==> config.mk <==
export PLATFORM = sky130hd
export DESIGN_NAME = hss3d_queue
export DESIGN_NICKNAME = d
export VERILOG_FILES = /design/src/design/hss3d_pkg.sv /design/src/design/hss3d_queue.sv
export SDC_FILE = /design/constraint.sdc
export NUM_CORES = 1
export LEC_CHECK = 0
export BUFFER_PORTS_ARGS = -buffer_cell sky130_fd_sc_hd__buf_2
export CAP_MARGIN = 20
export CORE_UTILIZATION = 44
export DETAILED_ROUTE_END_ITERATION = 6
export PLACE_DENSITY = 0.73
export SYNTH_ARGS = -nofsm -noshare
export SYNTH_HDL_FRONTEND = slang
export SYNTH_SLANG_ARGS = --single-unit
==> constraint.sdc <==
create_clock -name clk -period 8.4 [get_ports clk]
set_input_delay 0.42 -clock clk [delete_from_list [all_inputs] [get_ports clk]]
set_output_delay 0.42 -clock clk [all_outputs]
set_load 0.01 [all_outputs]
==> src/design/hss3d_pkg.sv <==
// shared types, constants and helpers for the 3d heat stencil sweep
package hss3d_pkg;

    // grid geometry
    localparam int MAX_DIM     = 64;
    localparam int PAD_DIM     = MAX_DIM + 2;
    localparam int PLANE_WORDS = PAD_DIM * PAD_DIM;
    localparam int STORE_WORDS = 2 * PLANE_WORDS;
    localparam int ADDR_W      = $clog2(STORE_WORDS);
    localparam int POS_W       = 7;
    localparam int DATA_W      = 32;
    localparam int MAXC_W      = 31;

    // queue between front and back
    localparam int Q_DEPTH = 4;
    localparam int Q_PTR_W = $clog2(Q_DEPTH);
    localparam int Q_CNT_W = $clog2(Q_DEPTH + 1);

    // configuration register indexes
    localparam int CFG_IDX_W = 2;
    localparam logic [CFG_IDX_W-1:0] REG_SIZE_X    = 2'd0;
    localparam logic [CFG_IDX_W-1:0] REG_SIZE_Y    = 2'd1;
    localparam logic [CFG_IDX_W-1:0] REG_SIZE_Z    = 2'd2;
    localparam logic [CFG_IDX_W-1:0] REG_THRESHOLD = 2'd3;

    localparam logic [POS_W-1:0]  SIZE_RESET      = 7'd64;
    localparam logic [MAXC_W-1:0] THRESHOLD_RESET = 31'd10737;

    typedef struct packed {
        logic signed [DATA_W-1:0] grid_value;
        logic                     sweep_start;
    } in_word_t;

    typedef struct packed {
        logic signed [DATA_W-1:0] new_value;
        logic                     last_point;
        logic [MAXC_W-1:0]        max_change;
        logic                     converged;
    } out_word_t;

    typedef struct packed {
        logic [POS_W-1:0] sx;
        logic [POS_W-1:0] sy;
        logic [POS_W-1:0] sz;
    } sizes_t;

    // one interior point with all its stencil operands
    typedef struct packed {
        logic signed [DATA_W-1:0] val;
        logic signed [DATA_W-1:0] behind;
        logic signed [DATA_W-1:0] old;
        logic signed [DATA_W-1:0] n_jm;
        logic signed [DATA_W-1:0] n_jp;
        logic signed [DATA_W-1:0] n_km;
        logic signed [DATA_W-1:0] n_kp;
        logic                     last;
        logic                     clr;
    } job_t;

    // size register clamped to 1..MAX_DIM
    function automatic logic [POS_W-1:0] eff_size(input logic [POS_W-1:0] v);
        logic [POS_W-1:0] r;
        if (v == '0)
            r = POS_W'(1);
        else if (v > POS_W'(MAX_DIM))
            r = POS_W'(MAX_DIM);
        else
            r = v;
        return r;
    endfunction

endpackage

==> src/design/hss3d_queue.sv <==
// short queue of stencil jobs between front and back
module hss3d_queue
    import hss3d_pkg::*;
(
    input  logic               clk,
    input  logic               rst_n,
    input  logic               push,
    input  job_t               job_in,
    input  logic               pop,
    output logic               valid,
    output job_t               job_out,
    output logic [Q_CNT_W-1:0] count
);

    job_t               entry_reg [Q_DEPTH];
    logic [Q_PTR_W-1:0] wr_ptr_reg, rd_ptr_reg;
    logic [Q_CNT_W-1:0] count_reg;

    assign valid   = (count_reg != '0);
    assign job_out = entry_reg[rd_ptr_reg];
    assign count   = count_reg;

    // pointer and fill count
    always_ff @(posedge clk or negedge rst_n)
    begin
        if (!rst_n)
        begin
            wr_ptr_reg <= '0;
            rd_ptr_reg <= '0;
            count_reg  <= '0;
        end
        else
        begin
            if (push)
                wr_ptr_reg <= wr_ptr_reg + Q_PTR_W'(1);
            if (pop)
                rd_ptr_reg <= rd_ptr_reg + Q_PTR_W'(1);
            if (push && !pop)
                count_reg <= count_reg + Q_CNT_W'(1);
            else if (pop && !push)
                count_reg <= count_reg - Q_CNT_W'(1);
        end
    end

    // entry storage
    always_ff @(posedge clk)
    begin
        if (push)
            entry_reg[wr_ptr_reg] <= job_in;
    end

    // credit scheme must never overfill the queue
    a_no_overflow: assert property (@(posedge clk) disable iff (!rst_n)
        push && !pop |-> count_reg != Q_CNT_W'(Q_DEPTH))
        else $error("queue overflow");

    a_no_underflow: assert property (@(posedge clk) disable iff (!rst_n)
        pop |-> count_reg != '0)
        else $error("queue underflow");

endmodule

==> flow_summary.toml, run 1 <==
[floorplan]
coreArea_um2 = 74600
initial_core_util = 0.446
num_rows = 100
dieArea_um2 = 76600
ios = 460
fp.dieW_um = 277
die_h_um = 277

[cts]
path_clk_slew_ns = 0.06
insertion_delay_ns = 0.63
cts_max_path_buffers = 3
root_buffer = "clkbuf_16"
cts_buffers = 92
post_cts_resized = 0
cts_max_level = 3
clkSinkCount = 911
cts_tree = "done"

[logic_synthesis]
ys.warnings.count = 0
syn-num-nets = 1450
synth_top_cell_by_area = "edfxtp_1"
synth_most_common_cell = "edfxtp_1"
syn-cell-area_um2 = 33200
syn_inst = 1214
syn_area_per_cell_um2 = 27.4
ys_seq_area_frac = 0.822
ys.flop_type = "edfxtp_1"
synth_cell_types = 20
synth.ff_latch_count = 911
synth_edf_count = 904
synth_commonest_cells = "edfxtp_1 (904), mux4_2 (226), buf_12 (22)"
netlist_top_cells_area = "edfxtp_1 (82%), mux4_2 (15%), buf_12 (1.3%)"
async_reset_ff_frac = 0.00768
synth_top_area_frac = 0.817

[routing]
via_count = 15588
drc = 0
wl_per_cell_um = 22.6
maxUsedRoutingLayer = "met5"
drt-total-wl_mm = 67.8
wl_met1_mm = 26.8
drt_iter0_drc = 1043
met3_length_mm = 4.42
dr.pass1.iters = 5
ant_nets = 0
via_per_inst = 5.19
route.met2.wl_mm = 34.7

[sta]
fin_crit_sh = 0.507
setup_viol = 0
max_slew_margin = 0.109
hold_violations = 0
tightest_slew_ns = 1.34
drv_slew = 0
rsz0062_at_grt = "false"
whs_ns = 0.0425
finalSetupTns_ns = 0
layout_min_cycle_time_ns = 4.26
max_freq_mhz = 235
clock_skew_ns = 0.0217

[power]
p_per_area_nw_per_um2 = 340
vdd_drop_max_mv = 0.275
seq_power_share = 0.440
p_clk_frac = 0.280
leakage_nw = 14.2
p_switching_mw = 4.11
switching_share = 0.291
internal_power_mw = 10.0
p_comb_frac = 0.281

[setup_path]
crit_type = "register to output pin"
critPathLaunch = "rd_ptr_reg[0]$_DFFE_PN0P_"
rrSetupSlack_ns = 5.46
cp.arrival_ns = 3.84
crit_path_start_kind = "register"
critPathCaptureType = "output pin"
crit_required_ns = 7.98
worst-path-max-fanout = 112
rr_startpoint = "rd_ptr_reg[0]$_DFFE_PN0P_"

[outcome]
status = "completed"

[grt]
grt_pass1_vias = 17236
grt.overflow.total = 0
grt_max_degree = 144
grt_usage = 0.178
grt_pass1_wl_mm = 103
antenna_found_initial = 7

[finish]
syn_to_final_growth_pct = 24.9
drive_above_1_share = 0.415
fin_nets = 2192
largest_reg_flops = 904
fillers = 5412
finalInstanceArea_um2 = 41500

[placed_design]
hpwl_mm = 39.2
place.gp.congestion = 0.753
port_buffers = 459
placedInstanceArea_um2 = 36300

[min_path]
holdCritStartpoint = "job_in[85]"
hp-class = "primary input to register"

[run]
drv_cap = 0
[area by class of cell]
class	instances	area, µm²	share of cell area
inverters	4	15.0	0.000362
clock buffers	112	2450	0.0590
flip-flops and latches	911	27300	0.658
clock inverters	55	514	0.0124
multi-input cells	248	5290	0.128
well taps	969	1210	0.0292
repair buffers	699	4690	0.113
diodes	4	10.0	0.000241
[metrics by stage]
step           setup WS, ns  instances  power, mW   util
2_1_floorplan          2.03       1214       9.10      -
3_3_place_gp           4.75       2609       10.2  0.487
3_5_place_dp           4.70       2609       10.2  0.487
4_1_cts                4.00       2998       14.3  0.557
5_1_grt                3.84       3002       14.7  0.557
6_report               4.14       3002       14.1  0.557
[critical path, cell delays in order, from the launching register on]
cell	delay, ns
dfrtp_4	0.76
buf_4	0.61
buf_12	0.48
mux4_2	0.66
buf_2	0.16
[cells by family after synthesis]
family / count (synthesis) / synth area share
DFF: 911 / 0.822
muxes: 227 / 0.153
buffers and inverters: 55 / 0.0189
and+or+nand+nor: 8 / 0.00128
xor gates and xnor gates: 6 / 0.00158
adders and majority gates: 6 / 0.00248
AOI/OAI and AO/OA: 1 / 0.000150
[final timing paths]
| kind | endpoint | cells past startpoint |
|---|---|---|
| max in group asynchronous | rd_ptr_reg[0]$_DFFE_PN0P_ | 2 |
| min | entry_reg[1][85]$_DFFE_PP_ | 1 |
| max | job_out[3] | 4 |
| max reg2reg | rd_ptr_reg[0]$_DFFE_PN0P_ | 3 |
| min in group asynchronous | count[1]$_DFFE_PN0P_ | 2 |
| min reg2reg | count[2]$_DFFE_PN0P_ | 1 |
[layout by cell type (no fill, tap or decap), drive strengths merged]
cell type | synthesis | routed
and2 | 4 | 4
buf | 50 | 477
bufinv | 0 | 6
clkbuf | 1 | 112
clkinv | 0 | 44
clkinvlp | 0 | 3
dfrtp | 7 | 7
diode | 0 | 4
dlygate4sd3 | 0 | 222
edfxtp | 904 | 904
fa | 1 | 1
ha | 5 | 5
inv | 4 | 6
mux2 | 1 | 1
mux4 | 226 | 226
nand2 | 2 | 2
nor2 | 1 | 1
o21ai | 1 | 1
or3 | 1 | 1
xnor2 | 2 | 2
xor2 | 4 | 4
[power by group through the flow]
stage | sequential [mW] | clock [mW] | combinational [mW]
finish | 6.21 | 3.95 | 3.96
global route | 6.28 | 4.18 | 4.23
global placement | 6.24 | 0 | 3.91
CTS | 6.21 | 4.02 | 4.04
detailed placement | 6.30 | 0 | 3.94
floorplan | 6.36 | 0 | 2.75
[metal layers]
layer | up-vias | track usage
li1 | 6792 | -
met1 | 8158 | 0.225
met2 | 515 | 0.299
met3 | 121 | 0.0449
met4 | 2 | 0.0620
met5 | - | 0
[what timing repair did]
item	CTS	global route
setup endpoints to repair	0	0
endpoints found under the hold margin	891	0
buffers inserted	0	0
hold buffers	222	0
Note: power is estimated with default switching activity, not from simulation.
==> run 2, diff against run 1 <==
Clock period 8.4 ns to 4.47 ns, I/O delays scaled along.
==> flow_summary.toml, run 2 (synthesis gave the netlist of run 1 again) <==
[outcome]
status = "completed"

[sta]
whs_ns = 0.334
fin_crit_sh = 0.697
tightest_slew_ns = 1.03
clock_skew_ns = 0.0312
finalSetupTns_ns = 0
setup_viol = 0
drv_slew = 0
max_slew_margin = 0.315
max_freq_mhz = 321
layout_min_cycle_time_ns = 3.12
hold_violations = 0
rsz0062_at_grt = "false"

[setup_path]
slowest_stage = "dfrtp_4"
worst-path-max-fanout = 32
crit_path_start_kind = "register"
rr_startpoint = "wr_ptr_reg[1]$_DFFE_PN0P_"
crit_buf_inv = 2
critPathCaptureType = "output pin"
crit_required_ns = 4.25
crit_type = "register to output pin"
cpPeakStageDelay_ns = 0.95
crit_path_cell_trace = "buf_4 > mux4_2 > buf_2"
critPathLaunch = "rd_ptr_reg[0]$_DFFE_PN0P_"
cp.arrival_ns = 2.89
cp_top_family = "flip-flops"

[floorplan]
num_rows = 100
initial_core_util = 0.446
fp.dieW_um = 277
coreArea_um2 = 74600
die_h_um = 277
dieArea_um2 = 76600
ios = 460

[cts]
holdBufCountCts = 230
insertion_delay_ns = 0.63
cts_max_path_buffers = 3
root_buffer = "clkbuf_16"
path_clk_slew_ns = 0.06
clkSinkCount = 911
postCtsSetupRepairBufs = 0
cts_max_level = 3
cts_tree = "done"
cts_buffers = 92
post_cts_resized = 0

[placed_design]
port_buffers = 459
place.gp.congestion = 0.770
hpwl_mm = 41.3

[routing]
wl_per_cell_um = 23.1
drt-total-wl_mm = 69.9
drc = 0
wl_met1_mm = 26.8
via_count = 15834
maxUsedRoutingLayer = "met5"
met3_length_mm = 4.85
drt_iter0_drc = 982
route.met2.wl_mm = 36.4
dr.pass1.iters = 5
ant_nets = 0
via_per_inst = 5.24

[min_path]
hp-class = "primary input to register"
holdCritStartpoint = "pop"

[finish]
syn_to_final_growth_pct = 26.3
drive_above_1_share = 0.422
largest_reg_flops = 904
multi_input_area_um2 = 5290
fin_util = 0.563
final_common_cell = "edfxtp_1"
fillers = 5327
fin_nets = 2213
final_cell_mix = "edfxtp_1 (904), buf_2 (459), dlygate4sd3_1 (230)"
seqCellArea_um2 = 27300

[grt]
antenna_found_initial = 8
grt_pass1_wl_mm = 106
grt_max_degree = 88
grt_usage = 0.182
grt_pass1_vias = 17397
grt.overflow.total = 0

[power]
vdd_drop_max_mv = 0.465
p_per_area_nw_per_um2 = 643
leakage_nw = 14.4

[run]
drv_cap = 0
## run 2: changes by cell type in the layout (fill, tap and decap cells not counted), sizes merged
cell	delta
clkbuf	-7
bufinv	+4
dlygate4sd3	+8
clkinv	-3
buf	+13
clkinvlp	+3
inv	+4
## run 2: worst register-to-register path, delay by kind of cell (launching register included)
kind / cells / cell delay, ns
fa+ha+maj: 1 / 0.14
simple gates: 1 / 0.49
flops: 1 / 0.41
buf+inv: 3 / 0.80
## run 2: worst paths after layout
path | end | slack [ns] | depth (start not counted)
min reg2reg | count[2]$_DFFE_PN0P_ | 0.49 | 1
max | job_out[132] | 1.35 | 3
max reg2reg | entry_reg[1][138]$_DFFE_PP_ | 2.20 | 5
min in group asynchronous | rd_ptr_reg[0]$_DFFE_PN0P_ | 0.61 | 3
max in group asynchronous | rd_ptr_reg[1]$_DFFE_PN0P_ | 3.55 | 3
min | rd_ptr_reg[0]$_DFFE_PN0P_ | 0.33 | 3
## run 2: per-layer routing
metal | vias to the layer above | track usage
li1 | 6842 | -
met1 | 8269 | 0.226
met2 | 591 | 0.315
met3 | 128 | 0.0455
met4 | 4 | 0.0575
met5 | - | 0
## run 2: area by class of cell
type                            count  area share
Antenna cell                        4    0.000238
Clock buffer                      105      0.0575
Clock inverter                     63      0.0157
Inverter                            4    0.000358
Multi-Input combinational cell    248       0.126
Sequential cell                   911       0.651
Tap cell                          969      0.0289
Timing Repair Buffer              720       0.120
## run 2: per-stage QoR
stage	power, mW	setup WS, ns	cells	instance area (µm²)
floorplan	16.9	0.641	1214	33200
global placement	19.2	1.97	2621	36600
detailed placement	19.4	1.93	2622	36600
CTS	27.3	1.21	3020	42000
global route	28.1	1.14	3023	42000
finish	27.0	1.35	3024	42000
## run 2: report_power, final
part           internal (mW)  leakage (nW)  switching [mW]  total [mW]
clock                   4.49          1.50            3.20        7.68
sequential              11.2          8.38           0.585        11.7
combinational           3.52          4.54            4.07        7.59
