--- config.mk ---
export PLATFORM = sky130hd
export DESIGN_NAME = hss3d_back
export DESIGN_NICKNAME = d
export VERILOG_FILES = /design/src/design/hss3d_pkg.sv /design/src/design/hss3d_back.sv
export SDC_FILE = /design/constraint.sdc
export NUM_CORES = 1
export LEC_CHECK = 0
export ABC_CLOCK_PERIOD_IN_PS = 8900
export BUFFER_PORTS_ARGS = -buffer_cell sky130_fd_sc_hd__buf_4
export CORE_ASPECT_RATIO = 0.5
export CORE_MARGIN = 2
export CORE_UTILIZATION = 59
export CTS_BUF_LIST = sky130_fd_sc_hd__clkbuf_16
export DETAILED_ROUTE_END_ITERATION = 12
export GPL_ROUTABILITY_DRIVEN = 0
export PLACE_DENSITY = 0.8
export REMOVE_ABC_BUFFERS = 1
export SYNTH_ARGS = -nofsm -noshare
export SYNTH_HDL_FRONTEND = slang
export SYNTH_SLANG_ARGS = --single-unit
--- constraint.sdc ---
create_clock -name clk -period 8.9 [get_ports clk]
set_input_delay 0 -clock clk [delete_from_list [all_inputs] [get_ports clk]]
set_output_delay 0 -clock clk [all_outputs]
set_load 0.03 [all_outputs]
--- src/design/hss3d_pkg.sv ---
// shared types, constants and helpers for the 3d heat stencil sweep
package hss3d_pkg;

    // grid geometry
    localparam int MAX_DIM     = 64;
    localparam int PAD_DIM     = MAX_DIM + 2;
    localparam int PLANE_WORDS = PAD_DIM * PAD_DIM;
    localparam int STORE_WORDS = 2 * PLANE_WORDS;
    localparam int ADDR_W      = $clog2(STORE_WORDS);
    localparam int POS_W       = 7;
    localparam int DATA_W      = 32;
    localparam int MAXC_W      = 31;

    // queue between front and back
    localparam int Q_DEPTH = 4;
    localparam int Q_PTR_W = $clog2(Q_DEPTH);
    localparam int Q_CNT_W = $clog2(Q_DEPTH + 1);

    // configuration register indexes
    localparam int CFG_IDX_W = 2;
    localparam logic [CFG_IDX_W-1:0] REG_SIZE_X    = 2'd0;
    localparam logic [CFG_IDX_W-1:0] REG_SIZE_Y    = 2'd1;
    localparam logic [CFG_IDX_W-1:0] REG_SIZE_Z    = 2'd2;
    localparam logic [CFG_IDX_W-1:0] REG_THRESHOLD = 2'd3;

    localparam logic [POS_W-1:0]  SIZE_RESET      = 7'd64;
    localparam logic [MAXC_W-1:0] THRESHOLD_RESET = 31'd10737;

    typedef struct packed {
        logic signed [DATA_W-1:0] grid_value;
        logic                     sweep_start;
    } in_word_t;

    typedef struct packed {
        logic signed [DATA_W-1:0] new_value;
        logic                     last_point;
        logic [MAXC_W-1:0]        max_change;
        logic                     converged;
    } out_word_t;

    typedef struct packed {
        logic [POS_W-1:0] sx;
        logic [POS_W-1:0] sy;
        logic [POS_W-1:0] sz;
    } sizes_t;

    // one interior point with all its stencil operands
    typedef struct packed {
        logic signed [DATA_W-1:0] val;
        logic signed [DATA_W-1:0] behind;
        logic signed [DATA_W-1:0] old;
        logic signed [DATA_W-1:0] n_jm;
        logic signed [DATA_W-1:0] n_jp;
        logic signed [DATA_W-1:0] n_km;
        logic signed [DATA_W-1:0] n_kp;
        logic                     last;
        logic                     clr;
    } job_t;

    // size register clamped to 1..MAX_DIM
    function automatic logic [POS_W-1:0] eff_size(input logic [POS_W-1:0] v);
        logic [POS_W-1:0] r;
        if (v == '0)
            r = POS_W'(1);
        else if (v > POS_W'(MAX_DIM))
            r = POS_W'(MAX_DIM);
        else
            r = v;
        return r;
    endfunction

endpackage

--- src/design/hss3d_back.sv ---
// back end: stencil arithmetic, saturation, running maximum and output register
module hss3d_back
    import hss3d_pkg::*;
(
    input  logic              clk,
    input  logic              rst_n,
    input  logic              q_valid,
    input  job_t              q_job,
    output logic              pop,
    input  logic [MAXC_W-1:0] threshold,
    output logic              out_valid,
    input  logic              out_ready,
    output out_word_t         out_word
);

    logic                     adv;
    logic                     b1_valid_reg, b2_valid_reg, out_valid_reg;
    logic signed [33:0]       sa, sb, sa_reg, sb_reg;
    logic signed [34:0]       six_old, six_old_reg;
    logic signed [DATA_W-1:0] old1_reg;
    logic                     last1_reg, last2_reg, clr1_reg, clr2_reg;
    logic signed [35:0]       diff;
    logic signed [DATA_W-1:0] delta, delta_reg;
    logic signed [32:0]       nv_wide;
    logic signed [DATA_W-1:0] nv_sat, nv_reg;
    logic [MAXC_W-1:0]        max_reg, max_cur, max_new;
    out_word_t                out_reg;

    // whole back pipeline moves together when the output can take a word
    assign adv = !out_valid_reg || out_ready;
    assign pop = adv && q_valid;

    // stage one: partial sums and six times the center
    assign sa = {{2{q_job.val[31]}}, q_job.val} + {{2{q_job.behind[31]}}, q_job.behind}
              + {{2{q_job.n_jm[31]}}, q_job.n_jm};
    assign sb = {{2{q_job.n_jp[31]}}, q_job.n_jp} + {{2{q_job.n_km[31]}}, q_job.n_km}
              + {{2{q_job.n_kp[31]}}, q_job.n_kp};
    assign six_old = ({{3{q_job.old[31]}}, q_job.old} <<< 2)
                   + ({{3{q_job.old[31]}}, q_job.old} <<< 1);

    // stage two: laplacian, floor divide by 16, saturating add
    assign diff    = {{2{sa_reg[33]}}, sa_reg} + {{2{sb_reg[33]}}, sb_reg}
                   - {six_old_reg[34], six_old_reg};
    assign delta   = diff[35:4];
    assign nv_wide = {old1_reg[31], old1_reg} + {delta[31], delta};
    always_comb
    begin
        if (nv_wide[32] != nv_wide[31])
            nv_sat = nv_wide[32] ? {1'b1, {(DATA_W-1){1'b0}}} : {1'b0, {(DATA_W-1){1'b1}}};
        else
            nv_sat = nv_wide[31:0];
    end

    // output stage: running maximum with floor zero
    assign max_cur = clr2_reg ? '0 : max_reg;
    assign max_new = (!delta_reg[31] && (delta_reg[30:0] > max_cur)) ? delta_reg[30:0]
                                                                      : max_cur;

    always_ff @(posedge clk or negedge rst_n)
    begin
        if (!rst_n)
        begin
            b1_valid_reg  <= 1'b0;
            b2_valid_reg  <= 1'b0;
            out_valid_reg <= 1'b0;
            max_reg       <= '0;
        end
        else if (adv)
        begin
            b1_valid_reg  <= q_valid;
            b2_valid_reg  <= b1_valid_reg;
            out_valid_reg <= b2_valid_reg;
            if (b2_valid_reg)
                max_reg <= max_new;
        end
    end

    // payload stages
    always_ff @(posedge clk)
    begin
        if (adv)
        begin
            sa_reg      <= sa;
            sb_reg      <= sb;
            six_old_reg <= six_old;
            old1_reg    <= q_job.old;
            last1_reg   <= q_job.last;
            clr1_reg    <= q_job.clr;
            delta_reg   <= delta;
            nv_reg      <= nv_sat;
            last2_reg   <= last1_reg;
            clr2_reg    <= clr1_reg;
            out_reg.new_value  <= nv_reg;
            out_reg.last_point <= last2_reg;
            out_reg.max_change <= max_new;
            out_reg.converged  <= last2_reg && (max_new < threshold);
        end
    end

    assign out_valid = out_valid_reg;
    assign out_word  = out_reg;

    // converged only ever accompanies the last point
    a_conv_last: assert property (@(posedge clk) disable iff (!rst_n)
        out_valid_reg && out_reg.converged |-> out_reg.last_point)
        else $error("converged without last point");

    // maximum never falls within a sweep
    a_max_mono: assert property (@(posedge clk) disable iff (!rst_n)
        adv && b2_valid_reg && !clr2_reg |=> max_reg >= $past(max_reg))
        else $error("running maximum decreased");

    // reported maximum matches the tracked maximum
    a_max_out: assert property (@(posedge clk) disable iff (!rst_n)
        adv && b2_valid_reg |=> out_reg.max_change == max_reg)
        else $error("reported maximum mismatch");

endmodule

==> results.yml, run 1 <==
timing:
  clock_skew_ps: 18.8
  fmax_mhz: 155
  finalCritPeriodShare_pct: 72.3
  hold_viol: 0
  worst_pin_slew_ps: 1090
  slew_viol_final: 0
  setup_violations: 0
  finalSetupTns_ps: 0
  grt_setup_unrepaired: "no"
  fin_crit_ps: 6440
  maxSlewHeadroom_pct: 27.1
yosys:
  synthArstFlopShare_pct: 11.4
  ys_ff_latch: 299
  yosys.area.top_type: "edfxtp_1"
  synth_edf_count: 265
  netlist-cell-type-count: 80
  syn_area_mm2: 0.0216
  ys_seq_area_share_pct: 40.7
  synthFlopType: "edfxtp_1"
  synth_area_leaders: "edfxtp_1 (37%), ha_1 (13%), fa_1 (9.4%)"
  synth_warnings: 0
  avgSynthCellArea_um2: 11.0
  syn_inst: 1971
  synth_top_area_share_pct: 36.8
drt:
  route.detailed.drc: 0
  avgRoutedWirePerCell_um: 18.1
  postRouteAntennaNets: 0
  avgViaCountPerCell: 5.77
  dr.pass1.iters: 7
  drt_iter0_drc: 1307
  wirelength_mm: 51.9
  vias: 16510
run_status:
  status: "completed"
clock_tree:
  clock-sinks: 299
  cts_inserted_buffers: 29
  holdBufCountCts: 45
  postCtsSetupRepairBufs: 0
  cts_resized: 0
  clkTransAtPathRegs_ps: 70
  clockRootBuffer: "clkbuf_16"
  cts_max_path_buffers: 3
  cts-htree-levels: 1
  clk_latency_ps: 580
  tritoncts: "yes"
min_path:
  hold_path_class: "input port to register"
  worstHoldStart: "q_job[163]"
die:
  row_count: 49
  die_area_mm2: 0.0383
  core_area_mm2: 0.0360
  initial_core_util_pct: 60.1
  io_pins: 328
  dieWidth_um: 275
  dieHeight_um: 139
global_route:
  grtUsageTotal_pct: 27.0
  grt_pass1_vias: 16088
  grt_pass1_wl_mm: 82.1
  antenna_found_initial: 2
  grt_remaining_overflow: 0
  grt_max_degree: 190
setup_path:
  r2r_start: "sa_reg[5]"
  path_delay_family: "compound AO/OA/AOI/OAI gates"
  path_class: "register to register"
  crit_chain: "inv_1, fa_1, inv_1, ha_1, a21o_1, a21oi_1, nor2b_1, o31a_1, o31ai_1, a21boi_1, or3_1, a31oi_1, xnor2_1, ha_1, a21oi_1, o21ai_0, o31ai_1, a21o_1, a31oi_1, a311oi_2, nand3_2, a21bo_2"
  crit_start: "sa_reg[5]"
  crit_path_start_kind: "register"
  crit_required_ps: 9350
  crit_slowest_cell: "a311oi_2"
  max_stage_delay_ps: 800
  end_kind: "register"
  crit_arrival_ps: 6890
  critPathBufInv: 2
  crit_path_max_fanout: 23
cells_and_area:
  nets: 2940
  drive_gt1_share_pct: 19.0
  syn2layout_area_growth_pct: 20.5
  largest_reg_flops: 65
job:
  drv_cap: 0
placed_design:
  hpwl_mm: 39.8
  io_buffers: 327
==> layer usage <==
| layer | vias to the layer above | global-route usage (%) | part of all wire, % |
|---|---|---|---|
| li1 | 7901 | - | - |
| met4 | 0 | 5.21 | 2.0 |
| met5 | - | 0 | 0 |
| met1 | 7876 | 39.6 | 45 |
| met3 | 86 | 3.33 | 7.3 |
| met2 | 647 | 43.6 | 46 |
==> kinds of logic after synthesis <==
group / share of synthesized area (%)
AOI/OAI and AO/OA: 15.5
xor gates and xnor gates: 4.90
adders and majority gates: 22.8
buffers and inverters: 4.44
DFF: 40.7
muxes: 1.91
and+or+nand+nor: 9.71
==> final timing paths <==
path                            slack, ps            to  cells past startpoint
worst max-delay path                 2460     nv_reg[6]                     22
worst min-delay path                   30     sa_reg[1]                      3
worst max register to register       2460     nv_reg[6]                     22
worst min register to register        420  out_word[38]                      0
max in group asynchronous            8250   max_reg[30]                      4
min in group asynchronous             440    max_reg[4]                      4
==> cell type report <==
class	instances	area [µm²]
Antenna cell	2	5.00
Clock buffer	29	726
Clock inverter	25	225
Fill cell	2540	9930
Inverter	227	852
Multi-Input combinational cell	1420	11900
Sequential cell	299	8810
Tap cell	484	606
Timing Repair Buffer	377	2970
==> placed cells by master, fill, tap and decap left out, types with 50 or more instances in the layout <==
master    synthesis  final
a21o_1           79     79
a21oi_1         134    133
buf_4             1    331
edfxtp_1        265    265
fa_1            102    102
ha_1            223    223
inv_1           227    232
nand2_1          98     98
nand2b_1         51     50
nor2_1           84     84
o21ai_0         115    115
xnor2_1          87     87
==> stage by stage <==
step	instances	cell area (µm²)	hold slack, ps	utilization, %	setup slack (ps)
6_report	2863	26100	32.0	72.4	2460
5_1_grt	2863	26100	6.33	72.4	1970
4_1_cts	2861	26100	5.10	72.4	2490
3_5_place_dp	2762	24600	-13.3	68.5	2530
3_3_place_gp	2762	24600	-11.6	68.5	2740
2_1_floorplan	1946	21500	-296	-	431
==> Yosys cell counts (28+ instances only) <==
cell type / count
a21o_1: 79
a21oi_1: 134
dfrtp_1: 34
edfxtp_1: 265
fa_1: 102
ha_1: 223
inv_1: 227
mux2_2: 34
nand2_1: 98
nand2b_1: 51
nand3_1: 31
nor2_1: 84
nor2b_1: 28
nor3_1: 29
o21ai_0: 115
xnor2_1: 87
xor2_1: 34
==> worst min-delay path, cell delays in order <==
cell,delay (ps)
buf_4,80
fa_1,170
ha_1,210
Power of run 1 is not shown: default switching activity piles up to over one toggle a cycle in this logic, so the estimate is an artifact.
==> run 2: changes to the inputs <==
--- a/config.mk
+++ b/config.mk
@@ -5,7 +5,7 @@
 export SDC_FILE = /design/constraint.sdc
 export NUM_CORES = 1
 export LEC_CHECK = 0
-export ABC_CLOCK_PERIOD_IN_PS = 8900
+export ABC_CLOCK_PERIOD_IN_PS = 6200
 export BUFFER_PORTS_ARGS = -buffer_cell sky130_fd_sc_hd__buf_4
 export CORE_ASPECT_RATIO = 0.5
 export CORE_MARGIN = 2
==> constraint.sdc (replaced) <==
create_clock -name clk -period 6.2 [get_ports clk]
set_input_delay 0 -clock clk [delete_from_list [all_inputs] [get_ports clk]]
set_output_delay 0 -clock clk [all_outputs]
set_load 0.03 [all_outputs]
==> run 2 against run 1 <==
Against the previous run: sequential cell count stayed put; non-clock buffer count up 2; largest cell class unchanged; worst hold slack improved by 38 ps; clock skew is 6.1 ps higher; critical path depth is the same; clock-buffer cell count unchanged; critical path type unchanged; highest routed layer unchanged; worst setup slack worse by 2100 ps; maximum frequency grew 11%.
==> results.yml, run 2 (synthesized netlist as in run 1, its figures left out) <==
setup_path:
  cp.depth: 22
  rr_worst_depth: 22
  cpMostUsedCell: "a21oi_1"
  crit_chain: "inv_1, fa_1, inv_1, ha_1, a21o_1, a21oi_1, nor2b_1, o31a_1, o2bb2ai_1, o211ai_1, a21oi_1, xnor2_1, ha_1, and3_1, a21oi_1, o21ai_1, o22a_1, a41oi_4, a21oi_2, or4_4, and2_1, maj3_2"
  regToRegSetupSlack_ps: 410
  crit_arrival_ps: 6120
  crit_slowest_cell: "fa_1"
  reg2reg_to: "nv_reg[21]"
  path_class: "register to register"
  end_kind: "register"
  crit_path_max_fanout: 8
  path_delay_family: "compound AO/OA/AOI/OAI gates"
  r2r_start: "sa_reg[5]"
  critPathBufInv: 2
  crit_required_ps: 6530
  cp-endpoint: "nv_reg[21]"
  crit_start: "sa_reg[5]"
  max_stage_delay_ps: 530
  crit_path_start_kind: "register"
drt:
  dr.pass1.iters: 6
  avgViaCountPerCell: 5.74
  route.detailed.drc: 0
  avgRoutedWirePerCell_um: 18.0
  vias: 16427
  wirelength_mm: 51.7
  drt_iter0_drc: 1194
  postRouteAntennaNets: 0
global_route:
  grt_pass1_wl_mm: 81.9
  grtUsageTotal_pct: 27.1
  grt_remaining_overflow: 0
  antenna_found_initial: 1
  grt_pass1_vias: 15966
  grt_max_degree: 198
die:
  io_pins: 328
  dieWidth_um: 275
  initial_core_util_pct: 60.1
  dieHeight_um: 139
  row_count: 49
  die_area_mm2: 0.0383
  core_area_mm2: 0.0360
placed_design:
  hpwl_mm: 39.9
  io_buffers: 327
timing:
  fin_crit_ps: 5790
  finalSetupTns_ps: 0
  slew_viol_final: 0
  worst_pin_slew_ps: 1110
  grt_setup_unrepaired: "no"
  hold_viol: 0
  finalCritPeriodShare_pct: 93.4
  fmax_mhz: 173
  maxSlewHeadroom_pct: 26.3
  clock_skew_ps: 24.9
  setup_violations: 0
clock_tree:
  clk_latency_ps: 580
  clkTransAtPathRegs_ps: 70
  cts_max_path_buffers: 3
  cts-htree-levels: 1
  clockRootBuffer: "clkbuf_16"
  clock-sinks: 299
  tritoncts: "yes"
  cts_inserted_buffers: 29
cells_and_area:
  largest_reg_flops: 65
  drive_gt1_share_pct: 19.2
  layout_commonest_cell: "buf_4"
  final_cell_mix: "buf_4 (331), edfxtp_1 (265), inv_1 (231)"
  nets: 2942
  syn2layout_area_growth_pct: 20.9
  post-route-util_pct: 72.6
run_status:
  status: "completed"
min_path:
  hold_path_class: "input port to register"
job:
  drv_cap: 0
==> run 2: cell count changes in the layout (fill, tap and decap cells not counted), sizes merged <==
| cell | previous run | this run |
|---|---|---|
| clkinv | 9 | 13 |
| clkinvlp | 4 | 1 |
| inv | 236 | 233 |
| bufinv | 3 | 5 |
| buf | 333 | 334 |
| diode | 2 | 1 |
| dlygate4sd3 | 44 | 45 |
==> run 2: area by class of cell <==
class | count | area [µm²]
antenna | 1 | 2.50
timing repair buffer | 379 | 3000
clock buffer | 29 | 726
inverter | 227 | 852
sequential | 299 | 8810
fill | 2592 | 9850
clock inverter | 25 | 273
multi-input combinational | 1420 | 11900
tap | 484 | 606
==> run 2: worst min-delay path by stage <==
stage	from	cells past startpoint	slack [ps]	to
final	q_job[91]	4	70	sb_reg[26]
after global routing	q_job[88]	4	90	sb_reg[22]
after CTS	q_job[97]	4	60	sb_reg[32]
after detailed placement	rst_n	1	-8	max_reg[4]
after global placement	rst_n	1	-10	max_reg[4]
after floorplan	rst_n	0	-300	b1_valid_reg
==> run 2: worst reg2reg max path, stage by stage (launching register included) <==
cell,delay (ps)
edfxtp_1,330
inv_1,60
fa_1,530
inv_1,50
ha_1,340
a21o_1,180
a21oi_1,150
nor2b_1,90
o31a_1,380
o2bb2ai_1,330
o211ai_1,180
a21oi_1,200
xnor2_1,220
ha_1,390
and3_1,210
a21oi_1,100
o21ai_1,80
o22a_1,240
a41oi_4,270
a21oi_2,90
or4_4,530
and2_1,270
maj3_2,340
==> run 2: routing by layer <==
metal | GRT usage (%) | vias to the layer above | wire [µm]
met5 | 0 | - | 0
met2 | 44.0 | 615 | 23900
met1 | 39.6 | 7835 | 23300
li1 | - | 7902 | -
met3 | 3.28 | 75 | 3510
met4 | 5.03 | 0 | 1000
==> run 2: through the flow <==
| step | hold slack [ps] | instances | area (µm²) | setup slack, ps |
|---|---|---|---|---|
| after floorplan | -296 | 1946 | 21500 | -2270 |
| after global placement | -14.2 | 2763 | 24700 | 603 |
| after detailed placement | -8.48 | 2763 | 24700 | 496 |
| after CTS | 58.5 | 2863 | 26100 | 483 |
| after global routing | 87.3 | 2864 | 26100 | 0.384 |
| final | 69.8 | 2864 | 26100 | 410 |
==> run 2: what timing repair did <==
action	in CTS	in global routing
endpoints found under the setup margin	0	2
buffers inserted	0	0
hold buffers	46	0
gates resized for setup	0	1
endpoints found under the hold margin	90	0
Power of run 2 is left out for the same reason.
==> run 3: changes to the inputs <==
--- a/config.mk
+++ b/config.mk
@@ -13,7 +13,7 @@
 export CTS_BUF_LIST = sky130_fd_sc_hd__clkbuf_16
 export DETAILED_ROUTE_END_ITERATION = 12
 export GPL_ROUTABILITY_DRIVEN = 0
-export PLACE_DENSITY = 0.8
+export PLACE_DENSITY = 0.82
 export REMOVE_ABC_BUFFERS = 1
 export SYNTH_ARGS = -nofsm -noshare
 export SYNTH_HDL_FRONTEND = slang
==> run 3 against run 2 <==
Against the previous run: die area unchanged; cell area decreased by 0.22%; global-route usage increased by 0.069 points; via count about the same; clock-buffer cell count decreased by 1; utilization decreased by 0.16 points; sequential cell count unchanged; clock skew increased by 9.1 ps; non-clock buffer count unchanged; register-to-register slack got worse by 160 ps; worst hold slack improved by 6.2 ps; critical path type unchanged.
==> results.yml, run 3 (synthesized netlist as in run 1, its figures left out) <==
run_status:
  status: "completed"
timing:
  slew_viol_final: 0
  finalSetupTns_ps: 0
  hold-worst-slack_ps: 76.0
  maxSlewHeadroom_pct: 20.7
  worst_pin_slew_ps: 1190
  finalCritPeriodShare_pct: 96.0
  fmax_mhz: 168
  hold_viol: 0
  fin_crit_ps: 5950
  clock_skew_ps: 34.0
  setup_violations: 0
  grt_setup_unrepaired: "no"
cells_and_area:
  final_cell_mix: "buf_4 (332), edfxtp_1 (265), inv_1 (228)"
  largest_reg_flops: 65
  nets: 2941
  drive_gt1_share_pct: 19.2
  syn2layout_area_growth_pct: 20.6
  layout_commonest_cell: "buf_4"
  num-fill-cells: 2493
drt:
  wl_met3_mm: 3.73
  top_layer: "met4"
  dr_wl_met2_mm: 24.0
  postRouteAntennaNets: 0
  route.detailed.drc: 0
  wirelength_mm: 51.8
  m1WireLength_mm: 23.2
  avgViaCountPerCell: 5.74
  avgRoutedWirePerCell_um: 18.1
  drt_iter0_drc: 1266
  vias: 16430
  dr.pass1.iters: 5
job:
  drv_cap: 0
setup_path:
  path_class: "register to register"
  crit_slowest_cell: "fa_1"
  crit_chain: "inv_1, fa_1, inv_1, ha_1, a21o_1, a21oi_1, nor2b_1, o31a_1, a2bb2oi_1, a21oi_1, nor2b_1, nor2_1, xnor2_1, ha_1, a21o_1, a31oi_1, o21ai_1, o22a_1, a41oi_4, a21oi_2, or4_4, and2_1, maj3_2"
  rr_worst_depth: 23
  crit_path_max_fanout: 8
  crit_required_ps: 6530
  max_stage_delay_ps: 540
  crit_path_start_kind: "register"
  crit_arrival_ps: 6280
  end_kind: "register"
clock_tree:
  postCtsSetupRepairBufs: 0
  cts-htree-levels: 1
  clockRootBuffer: "clkbuf_16"
  cts_max_path_buffers: 3
  tritoncts: "yes"
  cts_inserted_buffers: 28
  clk_latency_ps: 580
  clock-sinks: 299
  clkTransAtPathRegs_ps: 80
placed_design:
  hpwl_mm: 40.2
  io_buffers: 327
global_route:
  grt_pass1_wl_mm: 82.3
  grt_max_degree: 202
  grt_remaining_overflow: 0
  antenna_found_initial: 2
  grt_pass1_vias: 16031
  grtUsageTotal_pct: 27.1
die:
  core_area_mm2: 0.0360
  dieWidth_um: 275
  dieHeight_um: 139
  initial_core_util_pct: 60.1
  die_area_mm2: 0.0383
  row_count: 49
  io_pins: 328
min_path:
  hold_path_depth: 4
  hold_path_class: "input port to register"
-- run 3: cell types whose count changed in the layout (fill, tap and decap cells not counted), sizes merged --
cell,delta
clkbuf,-1
bufinv,-2
diode,+1
clkinvlp,+3
inv,-1
clkinv,-2
-- run 3: what timing repair did --
action                                  4_1_cts  5_1_grt
endpoints found under the setup margin        0       24
gates resized for setup                       0        3
hold buffers                                 46        0
endpoints found under the hold margin        83        0
-- run 3: per-layer routing --
metal | GRT usage (%) | vias to the layer above
li1 | - | 7911
met1 | 39.3 | 7850
met2 | 43.9 | 587
met3 | 4.38 | 82
met4 | 4.72 | 0
met5 | 0 | -
-- run 3: metrics by stage --
stage / setup slack, ps / utilization [%] / std cells / area (µm²)
2_1_floorplan: -2270 / - / 1946 / 21500
3_3_place_gp: 575 / 68.5 / 2763 / 24600
3_5_place_dp: 352 / 68.5 / 2763 / 24600
4_1_cts: 207 / 72.4 / 2860 / 26100
5_1_grt: 3.22 / 72.5 / 2862 / 26100
6_report: 248 / 72.5 / 2862 / 26100
-- run 3: critical path, delay by kind of cell, from the launching register on --
family	cells	cell delay, ps
buffers and inverters	2	110
flip-flops	1	330
XOR/XNOR	1	180
adder cells (fa/ha/maj)	4	1580
AO/OA/AOI/OAI	11	2410
AND/OR/NAND/NOR	5	1110
-- run 3: final timing paths --
path,slack [ps],to,from
setup / recovery,250,nv_reg[15],sa_reg[5]
hold / removal,80,out_word[0],threshold[0]
setup reg to reg,250,nv_reg[15],sa_reg[5]
hold reg to reg,420,out_word[45],nv_reg[12]
max in group asynchronous,5570,max_reg[6],rst_n
min in group asynchronous,430,max_reg[3],rst_n
-- run 3: final cells by class --
class                   count  area, µm²  share of cell area [%]
diodes                      2       5.00                  0.0192
clock buffers              28        701                    2.69
clock inverters            23        244                   0.936
inverters                 227        852                    3.27
multi-input cells        1420      11900                    45.6
flip-flops and latches    299       8810                    33.8
well taps                 484        606                    2.32
repair buffers            379       2980                    11.4
Power of run 3 is left out for the same reason.
